$ cat src/ntc_pkg.sv
package ntc_pkg;

    // default converter resolution
    localparam int ADC_BITS_DEF = 12;

    // result limits in hundredths of a degree
    localparam logic signed [20:0] T_MAX = 21'sd1000000;
    localparam logic signed [20:0] T_MIN = -21'sd27315;
    localparam logic [55:0] CENTIK_MAX = 56'd1027300;
    localparam logic [20:0] CENTI_OFFSET = 21'd27300;

    // status codes
    localparam logic [1:0] ST_OK   = 2'd0;
    localparam logic [1:0] ST_OFF  = 2'd1;
    localparam logic [1:0] ST_ZERO = 2'd2;
    localparam logic [1:0] ST_SAT  = 2'd3;

    // configuration register indexes
    localparam logic [1:0] REG_SERIES = 2'd0;
    localparam logic [1:0] REG_BETA   = 2'd1;
    localparam logic [1:0] REG_ENABLE = 2'd2;

    // configuration reset values
    localparam logic [19:0] SERIES_RST = 20'd5000;
    localparam logic [13:0] BETA_RST   = 14'd3435;

    // log2 unit: operand width, fraction bits, exponent bits, result width
    localparam int LOG_IN_W = 36;
    localparam int LOG_FB   = 30;
    localparam int LOG_KW   = 6;
    localparam int LOG_W    = LOG_KW + LOG_FB;

    // fixed-point constants
    localparam logic [31:0] LN2_Q32 = 32'd2977044472;
    localparam logic [63:0] INV298_WIDE = ((64'd1 << 48) + 64'd149) / 64'd298;
    localparam logic [55:0] INV298_Q48 = INV298_WIDE[55:0];
    localparam logic [55:0] HUNDRED_Q48 = 56'd100 << 48;

    // divider widths
    localparam int D1_NW = 54;
    localparam int D1_DW = 14;
    localparam int D2_NW = 56;
    localparam int D2_DW = 55;

    // special-case info that rides along with each item
    typedef struct packed {
        logic       spec;
        logic       hi;
        logic [1:0] st;
    } side_t;

    localparam int SIDE_W = $bits(side_t);

endpackage

$ cat src/ntc_div.sv
module ntc_div import ntc_pkg::*; #(
    parameter int NW    = D1_NW,
    parameter int DW    = D1_DW,
    parameter int TAG_W = SIDE_W
) (
    input  logic             aclk,
    input  logic             aresetn,
    input  logic             en,
    input  logic             vld_i,
    input  logic [NW-1:0]    a_i,
    input  logic [DW-1:0]    b_i,
    input  logic [TAG_W-1:0] tag_i,
    output logic             vld_o,
    output logic [NW-1:0]    q_o,
    output logic [TAG_W-1:0] tag_o
);

    logic [NW-1:0]    vld_reg;
    logic [TAG_W-1:0] tag_reg [NW];
    logic [DW-1:0]    r_reg   [NW];
    logic [NW-1:0]    aq_reg  [NW];
    logic [DW-1:0]    b_reg   [NW];

    // valid bits
    always_ff @(posedge aclk) begin
        if (!aresetn) begin
            vld_reg <= '0;
        end else if (en) begin
            vld_reg <= {vld_reg[NW-2:0], vld_i};
        end
    end

    // restoring division, one quotient bit per stage, msb first
    for (genvar s = 0; s < NW; s++) begin : g_st
        logic [DW-1:0]    rp;
        logic [NW-1:0]    ap;
        logic [DW-1:0]    bp;
        logic [TAG_W-1:0] tp;
        logic [DW:0]      trial;
        logic             ge;

        if (s == 0) begin : g_first
            assign rp = '0;
            assign ap = a_i;
            assign bp = b_i;
            assign tp = tag_i;
        end else begin : g_next
            assign rp = r_reg[s-1];
            assign ap = aq_reg[s-1];
            assign bp = b_reg[s-1];
            assign tp = tag_reg[s-1];
        end

        assign trial = {rp, ap[NW-1]};
        assign ge    = trial >= {1'b0, bp};

        always_ff @(posedge aclk) begin
            if (en) begin
                r_reg[s]   <= ge ? DW'(trial - {1'b0, bp}) : trial[DW-1:0];
                aq_reg[s]  <= {ap[NW-2:0], ge};
                b_reg[s]   <= bp;
                tag_reg[s] <= tp;
            end
        end
    end

    assign vld_o = vld_reg[NW-1];
    assign q_o   = aq_reg[NW-1];
    assign tag_o = tag_reg[NW-1];

endmodule

$ cat config.mk
export PLATFORM = sky130hd
export DESIGN_NAME = ntc_div
export DESIGN_NICKNAME = d
export VERILOG_FILES = /design/src/ntc_pkg.sv /design/src/ntc_div.sv
export SDC_FILE = /design/constraint.sdc
export NUM_CORES = 2
export LEC_CHECK = 0
export BUFFER_PORTS_ARGS = -buffer_cell sky130_fd_sc_hd__buf_2
export CORE_AREA = 2 2 884 534
export CTS_BUF_LIST = sky130_fd_sc_hd__clkbuf_4 sky130_fd_sc_hd__clkbuf_8
export DETAILED_ROUTE_END_ITERATION = 12
export DIE_AREA = 0 0 886 536
export HOLD_SLACK_MARGIN = 0.02
export PLACE_DENSITY = 0.64
export SLEW_MARGIN = 0
export SYNTH_ARGS = -nofsm -noshare
export SYNTH_HDL_FRONTEND = slang
export SYNTH_MEMORY_MAX_BITS = 65536
export SYNTH_SLANG_ARGS = --single-unit
$ cat constraint.sdc
create_clock -name aclk -period 5.1 [get_ports aclk]
set_clock_uncertainty 0.15 [all_clocks]
set_input_delay 1.02 -clock aclk [delete_from_list [all_inputs] [get_ports aclk]]
set_output_delay 1.02 -clock aclk [all_outputs]
set_load 0.005 [all_outputs]
After elaboration in Yosys (flattened, before gate mapping)
Memories as Yosys holds them, arrays and structs flattened.
Cells that the tools add are included.
{ "word_totals": {"out_inout_bits": 59, "in_bits": 76, "mem_count": 4, "register_bits": 54, "ram_bits": 4644} }
{ "mem_list": {"columns": ["name", "words", "word_bits", "rd", "rd_clocked_by_memory_dff", "write_ports", "line", "text"], "rows": [
  ["aq_reg", 54, 54, 54, 0, 54, "ntc_div.sv:21", "logic [NW-1:0] aq_reg [NW];"],
  ["b_reg", 54, 14, 53, 0, 54, "ntc_div.sv:22", "logic [DW-1:0] b_reg [NW];"],
  ["r_reg", 54, 14, 53, 0, 54, "ntc_div.sv:20", "logic [DW-1:0] r_reg [NW];"],
  ["tag_reg", 54, 4, 54, 0, 54, "ntc_div.sv:19", "logic [TAG_W-1:0] tag_reg [NW];"]
]} }
{ "op_classes": {"magnitude_cmp": 54, "add_sub_neg": 54, "n_mux": 56} }
{ "ops": {"columns": ["operator", "count"], "rows": [
  ["$ge A15 B14 Y1", 53],
  ["$mux W14", 54],
  ["$sub A14 B14 Y14", 53],
  ["$ge A1 B14 Y1", 1],
  ["$sub A1 B14 Y14", 1],
  ["$mux W1", 2]
]} }

Depth between registers and ports, before layout
An unclocked memory read counts as a cell.
{ "logic_depth": {"ltp_word": 3, "mapped_depth": 11} }

Least setup slack after synthesis
Ideal clock, no wire load.
{ "synth_path": {"path_kind": "register to register", "startpoint": "mem r_reg[1][84] in the netlist's numbering", "endpoint": "mem r_reg[1][103] in the netlist's numbering (data pin)", "period_less_slack_ns": 3.050, "t_arrival_ns": 2.639, "path_stages_with_launch": 11, "slack_ns": 2.050, "setup_time_ns": 0.260, "n_path_buf": 2, "path_cell_list": "edfxtp_1 ha_1 nor2b_4 o31a_1 o31a_1 a221oi_2 a21oi_1 or3_1 buf_6 buf_12 mux2_4"} }
{ "synth_lines": {"columns": ["item", "line"], "rows": [
  ["start, declared", "ntc_div.sv:20"]
]} }

==> results.rst <==
.. list-table::
   :header-rows: 1

   * - Metric
     - Value
   * - Buffer type at the clock tree root
     - clkbuf_8
   * - Register-to-Register Setup Slack
     - 1.13 ns
   * - Largest stage delay, worst path
     - 0.79 ns
   * - Clock edge transition at the registers on the reported setup and hold paths
     - 0.06 ns
   * - Worst setup SP type
     - flip-flop
   * - Cells traversed along the worst timing path
     - inv_1 > ha_1 > nor2b_1 > o21ai_0 > a21boi_0 > o21ai_0 > a31oi_1 > a21oi_2 > mux2_2
   * - Vias per Instance
     - 4.85
   * - Maximum number of pins on one net before global-route repair
     - 170
   * - Inserted Clock Buffers
     - 686
   * - Starting DRT DRC Count
     - 8015
   * - Post-synthesis net count
     - 12.0k
   * - Arrival time of the worst setup path
     - 4.80 ns
   * - Total power
     - 113000 uW
   * - Die height
     - 536 um
   * - PostCTS Resize Cnt
     - 0
   * - Async set-reset flop share out of synthesis
     - 0%
   * - Slew HR
     - 16.6%
   * - Crit Reg-Reg Endpoint
     - r_reg[2][176]
   * - I/O pin count
     - 135
   * - RePlAce Congestion
     - 0.860
   * - Sum of buffers and inverters on the critical path
     - 1
   * - Wire length of the first global-routing pass
     - 494 mm
   * - Port Buffer Count
     - 134
   * - Die span in x
     - 886 um
   * - Final Hold Vio Count
     - 0
   * - Yosys warns
     - 0
   * - Syn Inst Count
     - 11.1k
   * - Remaining number of nets flagged by the antenna check after routing
     - 0
   * - Worst path depth
     - 9
   * - Flip-flop count of the largest register, all copies and words added
     - 2916
   * - Predominant post-synthesis flop cell
     - edfxtp_1
   * - Required time of the critical path
     - 5.92 ns
   * - Slew at the pin with the worst max-slew slack
     - 1.25 ns
   * - RR Startpoint
     - b_reg[2][155]
   * - Leak Pwr
     - 0.0780 uW
   * - Slowest cell on the critical path
     - a21oi_2
   * - DP Wirelength
     - 199 mm
   * - Final-report setup violation count
     - 0
   * - PwrDens
     - 539 nW/um^2
   * - Synthesis-to-finish area growth
     - 12.5%
   * - Critical Path Sink
     - r_reg[2][176]
   * - Peak fanout along the critical path
     - 14
   * - Max-cap viol count
     - 0
   * - Clock network latency to the later pin of the worst-skew pair
     - 1.27 ns
   * - TritonRoute pass-1 iters
     - 6
   * - Unrepaired setup endpoints after global routing
     - false
   * - Distinct cell type count of the synthesized netlist
     - 93
   * - Number of nets in the layout
     - 12.9k
   * - Initial antenna violation count
     - 8
   * - Routed vias
     - 90.8k
   * - Number of remaining DRC errors
     - 0
   * - Syn Area/Cell
     - 16.8 um^2
   * - Post-synth EDFFs
     - 4616
   * - Average wire per cell in the routed design
     - 16.5 um
   * - Effective utilization at floorplan
     - 39.8%
   * - Final slew viol count
     - 0
   * - Area enclosed by the die boundary
     - 475000 um^2
   * - Sequential cell area fraction in the yosys report
     - 75.0%
   * - Number of cells traversed by the worst register-to-register path
     - 9
   * - Number of synthesized register bits
     - 4670
   * - Number of instances on the worst hold path
     - 0
   * - Level count of the clock H-tree
     - 6
   * - IR Drop Worst-Case VDD
     - 0.327 mV
   * - Number of global-route vias before repair
     - 88.4k
   * - Number of sinks handled by clock tree synthesis
     - 4670
   * - TritonCTS clock tree
     - yes
   * - Peak clock frequency supported by timing
     - 0.252 GHz
   * - Post-synthesis instance area
     - 186000 um^2
   * - Fill cells
     - 40.7k
   * - Time the worst path needs with I/O delays and setup
     - 3.97 ns
   * - Dominant delay contributor by cell family on the critical path
     - compound AO/OA/AOI/OAI gates
   * - FP Rows
     - 195
   * - Post-Route WL
     - 310 mm
   * - Max clock buf depth
     - 4
   * - Share of layout cells above drive strength 1
     - 15.4%
   * - Gr ovfl total
     - 0
   * - Critical path launch point
     - b_reg[2][155]
   * - Top cell by count, worst path
     - o21ai_0
   * - Status
     - completed
   * - Endpoint kind of the worst setup timing path
     - flip-flop
   * - Core Box Area
     - 467000 um^2
   * - Worst Path Class, Setup
     - flip-flop to flip-flop
   * - Global-route usage over all layers
     - 12.7%
   * - Worst hold-check path type
     - flip-flop to flip-flop
   * - Setup total negative slack
     - 0 ns
   * - Fin crit share
     - 77.9%
## cell usage after synthesis (37+ instances only)
| master | instances | share of area [%] |
|---|---|---|
| nand2b_1 | 91 | 0.31 |
| nand4_1 | 76 | 0.26 |
| a211oi_1 | 64 | 0.26 |
| o21a_1 | 116 | 0.47 |
| nor2_1 | 407 | 0.82 |
| or3_1 | 37 | 0.12 |
| a21oi_1 | 424 | 1.1 |
| o211ai_1 | 47 | 0.19 |
| xnor2_1 | 272 | 1.3 |
| buf_4 | 61 | 0.25 |
| o31a_1 | 52 | 0.24 |
| inv_1 | 987 | 2.0 |
| clkbuf_1 | 41 | 0.083 |
| mux2_2 | 526 | 3.2 |
| o21bai_1 | 47 | 0.19 |
| xor2_1 | 194 | 0.91 |
| edfxtp_1 | 4616 | 74 |
| o31ai_1 | 43 | 0.17 |
| and3_1 | 41 | 0.14 |
| nand3_1 | 63 | 0.17 |
| a31oi_1 | 42 | 0.14 |
| ha_1 | 796 | 5.3 |
| mux2i_1 | 128 | 0.69 |
| o21ai_0 | 392 | 1.1 |
| nor3_1 | 102 | 0.27 |
| nor2b_1 | 154 | 0.52 |
| a21o_1 | 313 | 1.3 |
| nand2_1 | 342 | 0.69 |
| fa_1 | 52 | 0.56 |
| dfxtp_1 | 54 | 0.58 |
## cells by family after synthesis
kind of cell    share of synthesized area [%]
fa+ha+maj                                5.91
simple gates                             4.04
xor+xnor                                 2.19
flops                                    75.0
buf+inv                                  2.45
compound gates                           6.46
mux                                      3.94
## metal layers
metal | track usage [%] | up-vias | part of all wire, %
met1 | 20.9 | 44200 | 53
met5 | 0 | - | 0
met4 | 3.44 | 0 | 2.0
met3 | 2.94 | 530 | 6.3
li1 | - | 44100 | -
met2 | 16.6 | 2041 | 39
## final cells by class
| type | count | area (um^2) | area share [%] |
|---|---|---|---|
| Multi-Input combinational cell | 5306 | 42000 | 20.0 |
| Clock buffer | 892 | 11000 | 5.26 |
| Antenna cell | 10 | 25.0 | 0.0119 |
| Inverter | 988 | 3710 | 1.77 |
| Sequential cell | 4670 | 140000 | 66.7 |
| Timing Repair Buffer | 334 | 2870 | 1.37 |
| Clock inverter | 330 | 2430 | 1.16 |
| Tap cell | 6205 | 7760 | 3.71 |
## worst min-delay path by stage
stage | startpoint | to | slack [ns]
floorplan | aq_reg[0][45] | aq_reg[0][100] | 0.25
global placement | aq_reg[1][612] | aq_reg[1][667] | 0.25
detailed placement | aq_reg[0][55] | aq_reg[0][110] | 0.25
CTS | en | aq_reg[1][480] | 0.04
global route | en | aq_reg[1][645] | 0.11
finish | aq_reg[0][325] | aq_reg[0][380] | 0.19
## report_power, final
part           total, uW  switching (uW)  leakage, uW  internal [uW]
logic              31000           16500       0.0254          14400
clock network      29800           14700      0.00709          15100
registers          52100            2540       0.0455          49500
total             113000           33800       0.0780          79000
## metrics by stage
stage	setup WS (ns)	utilization (%)	area, um^2	hold slack [ns]	cells
after floorplan	2.05	-	186000	0.250	11100
after CTS	1.17	44.8	209000	0.0418	18700
after global routing	0.917	44.8	209000	0.109	18700
after detailed placement	1.20	41.8	195000	0.255	17400
final	1.13	44.8	210000	0.193	18700
after global placement	1.27	41.8	195000	0.250	17400
## repair_timing
| action | 4_1_cts | 5_1_grt |
|---|---|---|
| hold buffers | 73 | 0 |
| setup endpoints to repair | 0 | 0 |
| endpoints found under the hold margin | 86 | 0 |
| setup buffers | 0 | 0 |
## placed cells by master, fill, tap and decap left out, types with 202 or more instances in the layout
| master | synthesis | layout |
|---|---|---|
| edfxtp_1 | 4616 | 4616 |
| inv_1 | 987 | 987 |
| ha_1 | 796 | 796 |
| clkbuf_8 | 0 | 690 |
| mux2_2 | 526 | 526 |
| a21oi_1 | 424 | 422 |
| nor2_1 | 407 | 407 |
| o21ai_0 | 392 | 391 |
| nand2_1 | 342 | 342 |
| a21o_1 | 313 | 313 |
| xnor2_1 | 272 | 272 |
| clkbuf_4 | 0 | 202 |
Power figures use the tool's default switching activity.
